$ cat src/rtl/core/tisl_pkg.sv
// shared types and constants for the sensor table linearizer
`default_nettype none
package tisl_pkg;

  localparam int OUT_W        = 24;
  localparam int FRAC_BITS    = 8;
  localparam int OUT_MAX      = 8388607;
  localparam int POINTS_RESET = 13;

  localparam logic REQ_LOAD    = 1'b0;
  localparam logic REQ_CONVERT = 1'b1;

  typedef enum logic [3:0] {
    ST_IDLE,
    ST_SRCH_RD,
    ST_SRCH_CMP,
    ST_FETCH0,
    ST_FETCH1,
    ST_FETCH2,
    ST_FETCH3,
    ST_FETCH4,
    ST_MUL,
    ST_SUM,
    ST_DIV,
    ST_DONE
  } tisl_state_t;

endpackage
`default_nettype wire

$ cat src/rtl/core/tisl_in_if.sv
// request channel: calibration point loads and sample converts
`default_nettype none
interface tisl_in_if #(
  parameter int IDX_W = 4,
  parameter int RB    = 12,
  parameter int DB    = 8
);
  logic          valid;
  logic          ready;
  logic          req_type;
  logic [IDX_W-1:0] point_index;
  logic [RB-1:0] point_reading;
  logic [DB-1:0] point_distance;
  logic [RB-1:0] sample_reading;

  modport source (
    output valid, req_type, point_index, point_reading, point_distance, sample_reading,
    input  ready
  );
  modport sink (
    input  valid, req_type, point_index, point_reading, point_distance, sample_reading,
    output ready
  );
endinterface
`default_nettype wire

$ cat src/rtl/core/tisl_out_if.sv
// result channel: interpolated distance and flags
`default_nettype none
interface tisl_out_if;
  import tisl_pkg::*;
  logic                    valid;
  logic                    ready;
  logic signed [OUT_W-1:0] distance_q8;
  logic                    extrapolated;
  logic                    saturated;

  modport source (
    output valid, distance_q8, extrapolated, saturated,
    input  ready
  );
  modport sink (
    input  valid, distance_q8, extrapolated, saturated,
    output ready
  );
endinterface
`default_nettype wire

$ cat src/rtl/core/tisl_ram.sv
// generic single write port ram with registered read
`default_nettype none
module tisl_ram #(
  parameter int WIDTH = 20,
  parameter int DEPTH = 16
) (
  input  wire logic                     clk,
  input  wire logic                     we,
  input  wire logic [$clog2(DEPTH)-1:0] waddr,
  input  wire logic [WIDTH-1:0]         wdata,
  input  wire logic [$clog2(DEPTH)-1:0] raddr,
  output logic      [WIDTH-1:0]         rdata
);
  logic [WIDTH-1:0] mem [DEPTH];

  always_ff @(posedge clk) begin
    if (we) begin
      mem[waddr] <= wdata;
    end
    rdata <= mem[raddr];
  end
endmodule
`default_nettype wire

$ cat src/rtl/core/tisl_div.sv
// unsigned restoring divider, two quotient bits per cycle
`default_nettype none
module tisl_div #(
  parameter int DIV_W = 32,
  parameter int DEN_W = 12
) (
  input  wire logic             clk,
  input  wire logic             rst_n,
  input  wire logic             start,
  input  wire logic [DIV_W-1:0] dividend,
  input  wire logic [DEN_W-1:0] divisor,
  output logic                  done,
  output logic      [DIV_W-1:0] quotient
);
  localparam int STEPS = DIV_W / 2;
  localparam int CW    = $clog2(STEPS + 1);

  logic [DIV_W-1:0] quo_r, quo_nxt;
  logic [DEN_W-1:0] rem_r, rem_nxt;
  logic [DEN_W-1:0] dsor_r, dsor_nxt;
  logic [CW-1:0]    cnt_r, cnt_nxt;
  logic             busy_r, busy_nxt;
  logic             done_r, done_nxt;

  always_comb begin
    logic [DEN_W:0] r1;
    logic [DEN_W:0] r2;
    logic           b1;
    logic           b2;
    quo_nxt  = quo_r;
    rem_nxt  = rem_r;
    dsor_nxt = dsor_r;
    cnt_nxt  = cnt_r;
    busy_nxt = busy_r;
    done_nxt = 1'b0;
    r1 = {rem_r, quo_r[DIV_W-1]};
    b1 = 1'b0;
    if (r1 >= {1'b0, dsor_r}) begin
      r1 = r1 - {1'b0, dsor_r};
      b1 = 1'b1;
    end
    r2 = {r1[DEN_W-1:0], quo_r[DIV_W-2]};
    b2 = 1'b0;
    if (r2 >= {1'b0, dsor_r}) begin
      r2 = r2 - {1'b0, dsor_r};
      b2 = 1'b1;
    end
    if (start) begin
      quo_nxt  = dividend;
      rem_nxt  = '0;
      dsor_nxt = divisor;
      cnt_nxt  = CW'(STEPS);
      busy_nxt = 1'b1;
    end else if (busy_r) begin
      quo_nxt = {quo_r[DIV_W-3:0], b1, b2};
      rem_nxt = r2[DEN_W-1:0];
      cnt_nxt = cnt_r - CW'(1);
      if (cnt_r == CW'(1)) begin
        busy_nxt = 1'b0;
        done_nxt = 1'b1;
      end
    end
  end

  always_ff @(posedge clk) begin
    if (!rst_n) begin
      busy_r <= 1'b0;
      done_r <= 1'b0;
      cnt_r  <= '0;
    end else begin
      busy_r <= busy_nxt;
      done_r <= done_nxt;
      cnt_r  <= cnt_nxt;
    end
    quo_r  <= quo_nxt;
    rem_r  <= rem_nxt;
    dsor_r <= dsor_nxt;
  end

  assign done     = done_r;
  assign quotient = quo_r;
endmodule
`default_nettype wire

$ cat src/rtl/core/table_interp_sensor_linearizer.sv
// top level: calibration table linearizer with search sequencer and output register
//
//  channel  dir  handshake        payload
//  in_ch    in   valid/ready      req_type, point_index, point_reading, point_distance,
//                                 sample_reading
//  out_ch   out  valid/ready      distance_q8, extrapolated, saturated
//  cfg_     in   cfg_wr_en        cfg_wr_data (points in use)
//
// a load is written to the table ram as it is accepted; a convert runs a binary search whose steps
// each read and compare on the table ram read port, then the fetch, multiply, sum and divide
// states and the two-bit-per-cycle divider before the result beat; the next request is taken
// once the sequencer is back in idle
// reset is synchronous and clears control state only; table contents are kept
// a finished result waits in the output register while the next request is taken;
// a second result stalls the sequencer until the first beat leaves
`default_nettype none
module table_interp_sensor_linearizer #(
  parameter int TABLE_DEPTH   = 16,
  parameter int READING_BITS  = 12,
  parameter int DISTANCE_BITS = 8
) (
  input  wire logic                                clk,
  input  wire logic                                rst_n,
  tisl_in_if.sink                                  in_ch,
  tisl_out_if.source                               out_ch,
  input  wire logic                                cfg_wr_en,
  input  wire logic [$clog2(TABLE_DEPTH+1)-1:0]    cfg_wr_data
);
  import tisl_pkg::*;

  localparam int RB    = READING_BITS;
  localparam int DB    = DISTANCE_BITS;
  localparam int IDX_W = $clog2(TABLE_DEPTH);
  localparam int CNT_W = $clog2(TABLE_DEPTH + 1);
  localparam int PW    = DB + RB + 2;
  localparam int SW    = PW + 1;
  localparam int NUM_W = SW + FRAC_BITS;
  localparam int DIV_W = NUM_W + (NUM_W % 2);

  tisl_state_t state_r, state_nxt;

  logic [CNT_W-1:0]  points_r;
  logic [CNT_W-1:0]  n_act;
  logic [CNT_W-1:0]  n_r, n_nxt;
  logic [RB-1:0]     x_r, x_nxt;
  logic [CNT_W-1:0]  lo_r, lo_nxt;
  logic [CNT_W-1:0]  hi_r, hi_nxt;
  logic [CNT_W-1:0]  mid_r, mid_nxt;
  logic [CNT_W-1:0]  mid;
  logic [CNT_W-1:0]  pos;
  logic [CNT_W-1:0]  il;
  logic [CNT_W-1:0]  ir;
  logic [RB-1:0]     r0_r, r0_nxt;
  logic [RB-1:0]     rn_r, rn_nxt;
  logic [RB-1:0]     xl_r, xl_nxt;
  logic [RB-1:0]     xr_r, xr_nxt;
  logic [DB-1:0]     yl_r, yl_nxt;
  logic [DB-1:0]     yr_r, yr_nxt;
  logic signed [PW-1:0] p1_r, p1_nxt;
  logic signed [PW-1:0] p2_r, p2_nxt;
  logic signed [RB:0]   den_r, den_nxt;
  logic                 extra_r, extra_nxt;
  logic                 neg_r, neg_nxt;

  logic signed [RB:0]   den_c;
  logic signed [RB:0]   dx_c;
  logic signed [DB:0]   dy_c;
  logic signed [DB:0]   yls_c;
  logic signed [SW-1:0] sum_c;
  logic signed [NUM_W-1:0] num_c;
  logic [NUM_W-1:0]     mag_c;
  logic [RB-1:0]        dmag_c;

  logic                 ram_we;
  logic [IDX_W-1:0]     ram_raddr;
  logic [RB+DB-1:0]     ram_rdata;
  logic [RB-1:0]        rd_reading;
  logic [DB-1:0]        rd_distance;

  logic                 div_start;
  logic [DIV_W-1:0]     div_dividend;
  logic [RB-1:0]        div_divisor;
  logic                 div_done;
  logic [DIV_W-1:0]     div_quo;

  logic                    out_valid_r, out_valid_nxt;
  logic signed [OUT_W-1:0] out_dist_r, out_dist_nxt;
  logic                    out_extra_r, out_extra_nxt;
  logic                    out_sat_r, out_sat_nxt;

  logic                    sat_c;
  logic signed [OUT_W-1:0] dist_c;

  // points in use, clamped to the table
  always_ff @(posedge clk) begin
    if (!rst_n) begin
      points_r <= CNT_W'(POINTS_RESET);
    end else if (cfg_wr_en) begin
      points_r <= cfg_wr_data;
    end
  end

  always_comb begin
    if (points_r < CNT_W'(2)) begin
      n_act = CNT_W'(2);
    end else if (points_r > CNT_W'(TABLE_DEPTH)) begin
      n_act = CNT_W'(TABLE_DEPTH);
    end else begin
      n_act = points_r;
    end
  end

  assign ram_we = in_ch.valid && in_ch.ready && (in_ch.req_type == REQ_LOAD) &&
                  ({1'b0, in_ch.point_index} < (IDX_W + 1)'(TABLE_DEPTH));

  tisl_ram #(
    .WIDTH(RB + DB),
    .DEPTH(TABLE_DEPTH)
  ) u_table (
    .clk  (clk),
    .we   (ram_we),
    .waddr(in_ch.point_index),
    .wdata({in_ch.point_reading, in_ch.point_distance}),
    .raddr(ram_raddr),
    .rdata(ram_rdata)
  );

  assign rd_reading  = ram_rdata[RB+DB-1:DB];
  assign rd_distance = ram_rdata[DB-1:0];

  tisl_div #(
    .DIV_W(DIV_W),
    .DEN_W(RB)
  ) u_div (
    .clk     (clk),
    .rst_n   (rst_n),
    .start   (div_start),
    .dividend(div_dividend),
    .divisor (div_divisor),
    .done    (div_done),
    .quotient(div_quo)
  );

  // segment selection from the search result
  assign mid = lo_r + ((hi_r - lo_r) >> 1);
  assign pos = (lo_r == '0) ? '0 : lo_r - CNT_W'(1);

  always_comb begin
    if (pos == '0) begin
      il = '0;
      ir = CNT_W'(1);
    end else if (pos >= n_r - CNT_W'(1)) begin
      il = n_r - CNT_W'(2);
      ir = n_r - CNT_W'(1);
    end else begin
      il = pos;
      ir = pos + CNT_W'(1);
    end
  end

  // interpolation arithmetic
  assign den_c = $signed({1'b0, xr_r}) - $signed({1'b0, xl_r});
  assign dx_c  = $signed({1'b0, x_r}) - $signed({1'b0, xl_r});
  assign dy_c  = $signed({1'b0, yr_r}) - $signed({1'b0, yl_r});
  assign yls_c = $signed({1'b0, yl_r});
  assign sum_c = SW'(p1_r) + SW'(p2_r);

  always_comb begin
    num_c = NUM_W'(sum_c) <<< FRAC_BITS;
    if (den_r < 0) begin
      num_c = -num_c;
    end
    mag_c  = (num_c < 0) ? NUM_W'(-num_c) : NUM_W'(num_c);
    dmag_c = (den_r < 0) ? RB'(-den_r) : RB'(den_r);
  end

  // saturation of the quotient magnitude
  always_comb begin
    sat_c  = 1'b0;
    dist_c = neg_r ? -$signed(div_quo[OUT_W-1:0]) : $signed(div_quo[OUT_W-1:0]);
    if (!neg_r && (div_quo > DIV_W'(OUT_MAX))) begin
      sat_c  = 1'b1;
      dist_c = OUT_W'(OUT_MAX);
    end else if (neg_r && (div_quo > DIV_W'(OUT_MAX) + DIV_W'(1))) begin
      sat_c  = 1'b1;
      dist_c = {1'b1, {(OUT_W-1){1'b0}}};
    end
  end

  assign in_ch.ready = (state_r == ST_IDLE);

  always_comb begin
    state_nxt     = state_r;
    n_nxt         = n_r;
    x_nxt         = x_r;
    lo_nxt        = lo_r;
    hi_nxt        = hi_r;
    mid_nxt       = mid_r;
    r0_nxt        = r0_r;
    rn_nxt        = rn_r;
    xl_nxt        = xl_r;
    xr_nxt        = xr_r;
    yl_nxt        = yl_r;
    yr_nxt        = yr_r;
    p1_nxt        = p1_r;
    p2_nxt        = p2_r;
    den_nxt       = den_r;
    extra_nxt     = extra_r;
    neg_nxt       = neg_r;
    ram_raddr     = '0;
    div_start     = 1'b0;
    div_dividend  = DIV_W'(mag_c);
    div_divisor   = dmag_c;
    out_valid_nxt = out_valid_r;
    out_dist_nxt  = out_dist_r;
    out_extra_nxt = out_extra_r;
    out_sat_nxt   = out_sat_r;

    if (out_valid_r && out_ch.ready) begin
      out_valid_nxt = 1'b0;
    end

    case (state_r)
      ST_IDLE: begin
        if (in_ch.valid && in_ch.req_type == REQ_CONVERT) begin
          n_nxt     = n_act;
          x_nxt     = in_ch.sample_reading;
          lo_nxt    = '0;
          hi_nxt    = n_act;
          state_nxt = ST_SRCH_RD;
        end
      end
      ST_SRCH_RD: begin
        if (lo_r < hi_r) begin
          ram_raddr = mid[IDX_W-1:0];
          mid_nxt   = mid;
          state_nxt = ST_SRCH_CMP;
        end else begin
          state_nxt = ST_FETCH0;
        end
      end
      ST_SRCH_CMP: begin
        if (rd_reading <= x_r) begin
          lo_nxt = mid_r + CNT_W'(1);
        end else begin
          hi_nxt = mid_r;
        end
        state_nxt = ST_SRCH_RD;
      end
      ST_FETCH0: begin
        ram_raddr = '0;
        state_nxt = ST_FETCH1;
      end
      ST_FETCH1: begin
        r0_nxt    = rd_reading;
        ram_raddr = IDX_W'(n_r - CNT_W'(1));
        state_nxt = ST_FETCH2;
      end
      ST_FETCH2: begin
        rn_nxt    = rd_reading;
        ram_raddr = il[IDX_W-1:0];
        state_nxt = ST_FETCH3;
      end
      ST_FETCH3: begin
        xl_nxt    = rd_reading;
        yl_nxt    = rd_distance;
        ram_raddr = ir[IDX_W-1:0];
        state_nxt = ST_FETCH4;
      end
      ST_FETCH4: begin
        xr_nxt    = rd_reading;
        yr_nxt    = rd_distance;
        state_nxt = ST_MUL;
      end
      ST_MUL: begin
        p1_nxt    = yls_c * den_c;
        p2_nxt    = dy_c * dx_c;
        den_nxt   = den_c;
        extra_nxt = (x_r < r0_r) || (x_r > rn_r);
        state_nxt = ST_SUM;
      end
      ST_SUM: begin
        div_start = 1'b1;
        if (den_r == '0) begin
          // flat segment: left distance, divided by one
          div_dividend = DIV_W'({yl_r, {FRAC_BITS{1'b0}}});
          div_divisor  = RB'(1);
          neg_nxt      = 1'b0;
        end else begin
          neg_nxt = (num_c < 0);
        end
        state_nxt = ST_DIV;
      end
      ST_DIV: begin
        if (div_done) begin
          state_nxt = ST_DONE;
        end
      end
      ST_DONE: begin
        if (!out_valid_r || out_ch.ready) begin
          out_valid_nxt = 1'b1;
          out_dist_nxt  = dist_c;
          out_extra_nxt = extra_r;
          out_sat_nxt   = sat_c;
          state_nxt     = ST_IDLE;
        end
      end
      default: begin
        state_nxt = ST_IDLE;
      end
    endcase
  end

  always_ff @(posedge clk) begin
    if (!rst_n) begin
      state_r     <= ST_IDLE;
      out_valid_r <= 1'b0;
    end else begin
      state_r     <= state_nxt;
      out_valid_r <= out_valid_nxt;
    end
    n_r         <= n_nxt;
    x_r         <= x_nxt;
    lo_r        <= lo_nxt;
    hi_r        <= hi_nxt;
    mid_r       <= mid_nxt;
    r0_r        <= r0_nxt;
    rn_r        <= rn_nxt;
    xl_r        <= xl_nxt;
    xr_r        <= xr_nxt;
    yl_r        <= yl_nxt;
    yr_r        <= yr_nxt;
    p1_r        <= p1_nxt;
    p2_r        <= p2_nxt;
    den_r       <= den_nxt;
    extra_r     <= extra_nxt;
    neg_r       <= neg_nxt;
    out_dist_r  <= out_dist_nxt;
    out_extra_r <= out_extra_nxt;
    out_sat_r   <= out_sat_nxt;
  end

  assign out_ch.valid        = out_valid_r;
  assign out_ch.distance_q8  = out_dist_r;
  assign out_ch.extrapolated = out_extra_r;
  assign out_ch.saturated    = out_sat_r;
endmodule
`default_nettype wire

$ cat src/flat_wrapper.sv
// flat-port wrapper written by rule: the top's interface ports become plain ports
module table_interp_sensor_linearizer_flat import tisl_pkg::*;
#(
  parameter int TABLE_DEPTH   = 16,
  parameter int READING_BITS  = 12,
  parameter int DISTANCE_BITS = 8
)
  (clk, rst_n, cfg_wr_en, cfg_wr_data, in_ch_valid, in_ch_req_type, in_ch_point_index, in_ch_point_reading, in_ch_point_distance, in_ch_sample_reading, in_ch_ready, out_ch_valid, out_ch_distance_q8, out_ch_extrapolated, out_ch_saturated, out_ch_ready);
  tisl_in_if #(.IDX_W(4), .RB((12)), .DB((8))) in_ch_i ();
  tisl_out_if out_ch_i ();
  input  wire logic clk;
  input  wire logic rst_n;
  input  wire logic cfg_wr_en;
  input  wire logic [$clog2(TABLE_DEPTH+1)-1:0] cfg_wr_data;
  input wire logic [$bits(in_ch_i.valid)-1:0] in_ch_valid;
  input wire logic [$bits(in_ch_i.req_type)-1:0] in_ch_req_type;
  input wire logic [$bits(in_ch_i.point_index)-1:0] in_ch_point_index;
  input wire logic [$bits(in_ch_i.point_reading)-1:0] in_ch_point_reading;
  input wire logic [$bits(in_ch_i.point_distance)-1:0] in_ch_point_distance;
  input wire logic [$bits(in_ch_i.sample_reading)-1:0] in_ch_sample_reading;
  output wire logic [$bits(in_ch_i.ready)-1:0] in_ch_ready;
  output wire logic [$bits(out_ch_i.valid)-1:0] out_ch_valid;
  output wire logic [$bits(out_ch_i.distance_q8)-1:0] out_ch_distance_q8;
  output wire logic [$bits(out_ch_i.extrapolated)-1:0] out_ch_extrapolated;
  output wire logic [$bits(out_ch_i.saturated)-1:0] out_ch_saturated;
  input wire logic [$bits(out_ch_i.ready)-1:0] out_ch_ready;
  assign in_ch_i.valid = in_ch_valid;
  assign in_ch_i.req_type = in_ch_req_type;
  assign in_ch_i.point_index = in_ch_point_index;
  assign in_ch_i.point_reading = in_ch_point_reading;
  assign in_ch_i.point_distance = in_ch_point_distance;
  assign in_ch_i.sample_reading = in_ch_sample_reading;
  assign in_ch_ready = in_ch_i.ready;
  assign out_ch_valid = out_ch_i.valid;
  assign out_ch_distance_q8 = out_ch_i.distance_q8;
  assign out_ch_extrapolated = out_ch_i.extrapolated;
  assign out_ch_saturated = out_ch_i.saturated;
  assign out_ch_i.ready = out_ch_ready;
  table_interp_sensor_linearizer #(.TABLE_DEPTH(TABLE_DEPTH), .READING_BITS(READING_BITS), .DISTANCE_BITS(DISTANCE_BITS)) u_core (.clk(clk), .rst_n(rst_n), .in_ch(in_ch_i), .out_ch(out_ch_i), .cfg_wr_en(cfg_wr_en), .cfg_wr_data(cfg_wr_data));
endmodule
$ cat config.mk
export PLATFORM = sky130hd
export DESIGN_NAME = table_interp_sensor_linearizer_flat
export DESIGN_NICKNAME = d
export VERILOG_FILES = /design/src/rtl/core/tisl_pkg.sv /design/src/rtl/core/tisl_in_if.sv /design/src/rtl/core/tisl_out_if.sv /design/src/rtl/core/tisl_ram.sv /design/src/rtl/core/tisl_div.sv /design/src/rtl/core/table_interp_sensor_linearizer.sv /design/src/flat_wrapper.sv
export SDC_FILE = /design/constraint.sdc
export NUM_CORES = 2
export LEC_CHECK = 0
export BUFFER_PORTS_ARGS = -buffer_cell sky130_fd_sc_hd__buf_2
export CAP_MARGIN = 20
export CORE_UTILIZATION = 50
export CTS_CLUSTER_DIAMETER = 150
export DETAILED_ROUTE_END_ITERATION = 16
export HOLD_SLACK_MARGIN = 0.05
export PLACE_DENSITY = 0.74
export SLEW_MARGIN = 20
export SYNTH_ARGS = -nofsm -noshare
export SYNTH_HDL_FRONTEND = slang
export SYNTH_HIERARCHICAL = 1
export SYNTH_SLANG_ARGS = --single-unit
$ cat constraint.sdc
create_clock -name clk -period 10.8 [get_ports clk]
set_input_delay 2.7 -clock clk [delete_from_list [all_inputs] [get_ports clk]]
set_output_delay 2.7 -clock clk [all_outputs]
set_load 0.05 [all_outputs]
Word level (Yosys, flattened, before mapping)
Memories as Yosys holds them, arrays and structs flattened. A register that Yosys moved wholly into a read port is not among the register bits.
Cells that the tools add are included.
- bits in registers: 254
- RAM bits: 320
- input bits: 47
- output and inout port bits: 28
- logic and storage cells: 155
- memories: 1
- memories (memory ; words ; bits a word ; read ports ; clocked after Yosys merged registers in ; wr ports ; RTL line ; RTL):
    u_core.u_table.mem ; 16 ; 20 ; 1 ; 1 ; 1 ; tisl_ram.sv:14 ; logic [WIDTH-1:0] mem [DEPTH];
- add/subtract/negate cells: 18
- $mul: 2
- $lt $le $gt $ge: 13
- equality and inequality tests: 17
- muxes and demuxes: 48
- bitwise gates (word level): 3
- reductions and logical operators: 24
- operator list (kind ; count):
    2-to-1 mux 32 bit ; 3
    2-to-1 mux 31 bit ; 3
    negator 31 bit ; 2
    2-to-1 mux 12 bit ; 5
    2-to-1 mux 24 bit ; 2
    one-hot mux 4 bit (12 select lines) ; 1
    2-to-1 mux 5 bit ; 9
    multiplier 9 x 13 -> 22 bit ; 2
    > comparator 32 x 23 -> 1 bit (second input constant) ; 1
    > comparator 32 x 24 -> 1 bit (second input constant) ; 1
    2-to-1 mux 4 bit ; 8
    < comparator 31 x 1 -> 1 bit (second input constant) ; 1
    >= comparator 13 x 12 -> 1 bit ; 2
    subtractor 12 x 12 -> 13 bit ; 2
    negator 24 bit ; 1
    subtractor 12 bit ; 2
    adder 22 x 22 -> 23 bit ; 1
    one-hot mux 5 bit (2 select lines) ; 2
    equality test 4 x 3 -> 1 bit (second input constant) ; 4
    equality test 4 bit (second input constant) ; 4
    one-hot mux 4 bit (4 select lines) ; 1
    subtractor 5 x 1 -> 5 bit (second input constant) ; 3
    2-to-1 mux 1 bit ; 14
    zero test 13 bit ; 1
    31 further kinds ; 50

Depth between registers and ports, before layout
- depth in word-level cells: 8
- mapped depth: 33
- gate-level depth less buffers: 33

Modules after synthesis
Netlist, hierarchy kept.
- modules (own cells, without submodules) (module ; times used ; cells each ; area an instance (sq um) ; seq. area each (sq um)):
    table_interp_sensor_linearizer ; 1 ; 2150 ; 20553.5 ; 5635.4
    tisl_ram ; 1 ; 533 ; 12530.8 ; 10009.6
    tisl_div ; 1 ; 359 ; 3963.8 ; 1701.6

Least setup slack after synthesis
OpenSTA, ideal clock, no wires.
- kind: reg-to-reg
- from: register u_core.x_r[0]
- to: register u_core.p2_r[20] (data pin)
- arrival time: 7.357 ns
- required time: 10.542 ns
- setup slack: 3.185 ns
- cell stages (with the launch flop): 30
- buffers on the path: 1
- cells stage by stage: edfxtp_1 -> inv_1 -> ha_1 -> fa_1 -> nor2b_1 -> o21ai_0 -> a21boi_0 -> o21ai_0 -> a21boi_0 -> o21ai_0 -> a21boi_0 -> o21ai_0 -> a21boi_0 -> o21ai_0 -> nand2b_1 -> clkbuf_1 -> nor2_1 -> fa_1 -> inv_1 -> fa_1 -> inv_1 -> fa_1 -> fa_1 -> ha_1 -> ha_1 -> or4_1 -> o311ai_0 -> o2111ai_1 -> a21oi_1 -> xnor2_1
- word-level cells in the longest chain between the ends: 2
- ends and longest elaborated chain (element ; RTL line ; RTL):
    start, declared ; table_interp_sensor_linearizer.sv:45 ; logic [RB-1:0] x_r, x_nxt;
    start signal, assigned ; table_interp_sensor_linearizer.sv:323 ; x_r <= x_nxt;
    subtractor 12 x 12 -> 13 bit ; table_interp_sensor_linearizer.sv:163 ; assign dx_c = $signed({1'b0, x_r}) - $signed({1'b0, xl_r});
    multiplier 9 x 13 -> 22 bit ; table_interp_sensor_linearizer.sv:277 ; p2_nxt = dy_c * dx_c;
    end signal, assigned ; table_interp_sensor_linearizer.sv:334 ; p2_r <= p2_nxt;
    end, declared ; table_interp_sensor_linearizer.sv:60 ; logic signed [PW-1:0] p2_r, p2_nxt;
Every way passes these cells.
A chain may end at the register's enable or synchronous reset.

Worst setup path after layout
Ends and elaborated chain as after synthesis.

==> impl_results.rst <==
.. list-table::
   :header-rows: 1

   * - Metric
     - Value
   * - Most frequent standard cell in the layout excluding fill and tap cells
     - edfxtp_1
   * - Floorplan row count
     - 99
   * - Count of unresolved DRC violations after routing
     - 0
   * - Number of antenna-violating nets in the routed design
     - 0
   * - CTS tree
     - built
   * - Switching power share of the total
     - 0.353
   * - Crit share post-route
     - 0.791
   * - Maximum number of pins on one net before global-route repair
     - 61
   * - Yosys top cell area share
     - 0.442
   * - Number of synthesis warnings
     - 6
   * - M1 wire length
     - 34200 um
   * - Biggest area consumer among synthesized cells
     - edfxtp_1
   * - Overflow left after global routing
     - 0
   * - Top post-synthesis cells by area
     - edfxtp_1, fa_1, ha_1
   * - Routed Wire Length
     - 80400 um
   * - Clock Power Share
     - 0.247
   * - DR WL met2
     - 39600 um
   * - Commonest non-fill, non-tap cells in the layout
     - edfxtp_1, inv_1, nand2_1, ha_1, fa_1
   * - Count of buffers inserted at the top-level ports
     - 74
   * - Floorplan core area
     - 73100 um^2
   * - Shortest period the worst path allows
     - 8540 ps
   * - Unique cell type count in the Yosys netlist
     - 106
   * - Number of pins exceeding their max-slew limit in the final report
     - 0
   * - Setup repair after global routing missed its margin
     - false
   * - Source-to-sink clock delay at the later pin of the worst-skew pair
     - 680 ps
   * - Buffer count from post-CTS setup fixing
     - 0
   * - Number of antenna violations at the first check in global routing
     - 10
   * - Crit start category
     - register
   * - Largest voltage drop on the vdd net
     - 166 uV
   * - Vias
     - 23190
   * - Utilization after layout
     - 0.556
   * - Level count of the clock H-tree
     - 2
   * - Worst Hold Class
     - register to register
   * - Net load switching power
     - 2.98 mW
   * - Die area
     - 75200 um^2
   * - Number of DRC violations after detailed-routing iteration 0
     - 1439
   * - DR vias/cell
     - 5.60
   * - Half-perimeter wire length of the detailed placement result
     - 56800 um
   * - Cell-internal power
     - 5.46 mW
   * - Number of detailed-route iterations in the first pass
     - 5
   * - Data required, critical path
     - 11180 ps
   * - Sequential area share after synthesis
     - 0.468
   * - Fraction of final layout cells with drive strength greater than 1
     - 0.127
   * - Synth Instances
     - 3042
   * - Netlist area before placement
     - 37000 um^2
   * - Number of resized instances in the post-cts repair step
     - 0
   * - Layout Area Growth over Synthesis
     - 9.63%
   * - Combined area of the multi-input logic cells
     - 18000 um^2
   * - Routability congestion estimate
     - 0.907
   * - CTS Root Buffer Type
     - clkbuf_16
   * - Headroom to the max-slew limit
     - 0.173
   * - Clk pin slew, worst setup/hold paths
     - 60 ps
   * - Maximum achievable frequency
     - 0.117 GHz
   * - Top routing layer used
     - met5
   * - Result of the run
     - finished clean
   * - Sum Neg Setup Slack
     - 0 ps
   * - Fill cells
     - 5968
   * - Leakage power of the design
     - 15.9 nW
   * - FF/Latch Area
     - 17300 um^2
   * - Total track usage
     - 0.217
   * - Mean post-synth cell area
     - 12.2 um^2
   * - Number of failing setup endpoints in the final timing report
     - 0
   * - Sequential Power Share
     - 0.343
   * - Hold-fix buffers at CTS
     - 0
   * - Wire per inst
     - 19.4 um
   * - Most used flip-flop cell after synthesis
     - edfxtp_1
   * - Largest fanout on the critical path
     - 7
   * - Synthesis-stage register bit count
     - 594
   * - Number of placed I/O pins
     - 75
   * - WS Path Type
     - register to register
   * - Comb pwr share
     - 0.410
   * - # nets final
     - 3597
   * - Die height
     - 274 um
   * - WP data arrival
     - 8920 ps
   * - Number of buffers inserted during clock tree synthesis
     - 59
   * - Fin Clk Skew
     - 66.2 ps
   * - Via count of the first global-routing pass
     - 23671
   * - Reported max-cap violation count
     - 0
   * - Final hold violations
     - 0
   * - Chip width
     - 274 um
   * - Clk buf depth
     - 3
   * - Number of enable-type register cells in the synthesized netlist
     - 545
   * - Routed length on met3
     - 4220 um
   * - Fraction of registers with async set or reset after synthesis
     - 0
   * - PwrDens
     - 208 nW/um^2
   * - Sort of element at the end of the critical path
     - register
   * - Clk sink count
     - 594
   * - Worst Tran Pin Value
     - 1240 ps
   * - Initial Util
     - 0.507
   * - First-pass GRT wire length
     - 127000 um
critical path, cell delays in order (launching register included):
cell       delay, ps
edfxtp_1         360
inv_1             70
ha_1             230
fa_1             450
nor2b_1          140
o21ai_0          110
a21boi_0         300
o21ai_0          160
a21boi_0         370
o21ai_0          160
a21boi_0         510
o21ai_0          220
a21boi_0         470
o21ai_0          200
nand2b_1         240
nor2_1           140
fa_1             680
inv_1            150
fa_1             540
inv_1             50
fa_1             460
fa_1             490
ha_1             310
ha_1             330
o311ai_0         630
o2111ai_1        240
a21oi_1          210
xnor2_1           80
metal layers:
layer | GRT usage | vias to the layer above
li1 | - | 10986
met3 | 0.0345 | 154
met2 | 0.371 | 613
met5 | 0 | -
met1 | 0.284 | 11425
met4 | 0.0681 | 12
cells by family (layout without fill, tap and decap cells):
kind of cell             Yosys count  after routing  synth area share
XOR/XNOR                         176            176            0.0422
adder cells (fa/ha/maj)          421            421             0.181
flip-flops                       594            594             0.468
buffers and inverters            470            597            0.0501
multiplexers                     129            129            0.0648
other                              1             11          0.000101
AND/OR/NAND/NOR                  771            771             0.102
AO/OA/AOI/OAI                    480            480            0.0916
stage by stage:
stage,instances,total power [mW],setup WS [ps],hold WS [ps],instance area (um^2)
global placement,4027,6.33,2590,416,38600
finish,4138,8.45,2260,425,40600
detailed placement,4027,6.41,2330,419,38600
global route,4136,9.01,1650,439,40600
floorplan,3050,5.55,3180,400,37100
CTS,4136,8.52,2340,434,40600
path summary, 6_finish.rpt:
| path | startpoint | end | slack (ps) | cells past startpoint |
|---|---|---|---|---|
| setup / recovery | u_core/x_r[0] | u_core/p2_r[20] | 2260 | 27 |
| hold / removal | u_core/u_table/rdata[7] | u_core/yl_r[7] | 430 | 0 |
| setup reg to reg | u_core/x_r[0] | u_core/p2_r[20] | 2260 | 27 |
| hold reg to reg | u_core/u_table/rdata[7] | u_core/yl_r[7] | 430 | 0 |
registers in the layout, summed over array words and instances, names as in the netlist, 8 cells and up:
register,count
u_core/den_r,13
u_core/out_ch.distance_q8,24
u_core/p1_r,22
u_core/p2_r,22
u_core/r0_r,12
u_core/rn_r,12
u_core/u_div/dsor_r,12
u_core/u_div/quotient,32
u_core/u_div/rem_r,12
u_core/u_table/mem,320
u_core/u_table/rdata,20
u_core/x_r,12
u_core/xl_r,12
u_core/xr_r,12
u_core/yl_r,8
u_core/yr_r,8
cells in the mapped netlist, types with 49 or more instances:
| cell type | count |
|---|---|
| clkbuf_1 | 64 |
| nand2_1 | 231 |
| edfxtp_1 | 545 |
| xor2_1 | 68 |
| and2_1 | 70 |
| nor3_1 | 49 |
| fa_1 | 190 |
| xnor2_1 | 105 |
| mux4_2 | 64 |
| a21oi_1 | 109 |
| inv_1 | 379 |
| nor2_1 | 192 |
| ha_1 | 231 |
| o21ai_0 | 91 |
| dfxtp_1 | 49 |
cell type report:
class                      instances  share of cell area
multi-input combinational       1986               0.443
sequential                       594               0.427
clock buffer                      81              0.0413
inverter                         381              0.0352
tap                              959              0.0295
timing repair buffer             107              0.0152
clock inverter                    28             0.00853
antenna                            2            0.000123
power groups by stage:
| stage | registers [mW] | logic, mW | clock network [mW] |
|---|---|---|---|
| detailed placement | 2.95 | 3.47 | 0 |
| finish | 2.90 | 3.46 | 2.09 |
| CTS | 2.90 | 3.49 | 2.13 |
| global route | 2.91 | 3.90 | 2.21 |
| global placement | 2.94 | 3.39 | 0 |
| floorplan | 2.89 | 2.66 | 0 |
No activity file was read; power rests on OpenSTA's default activity.
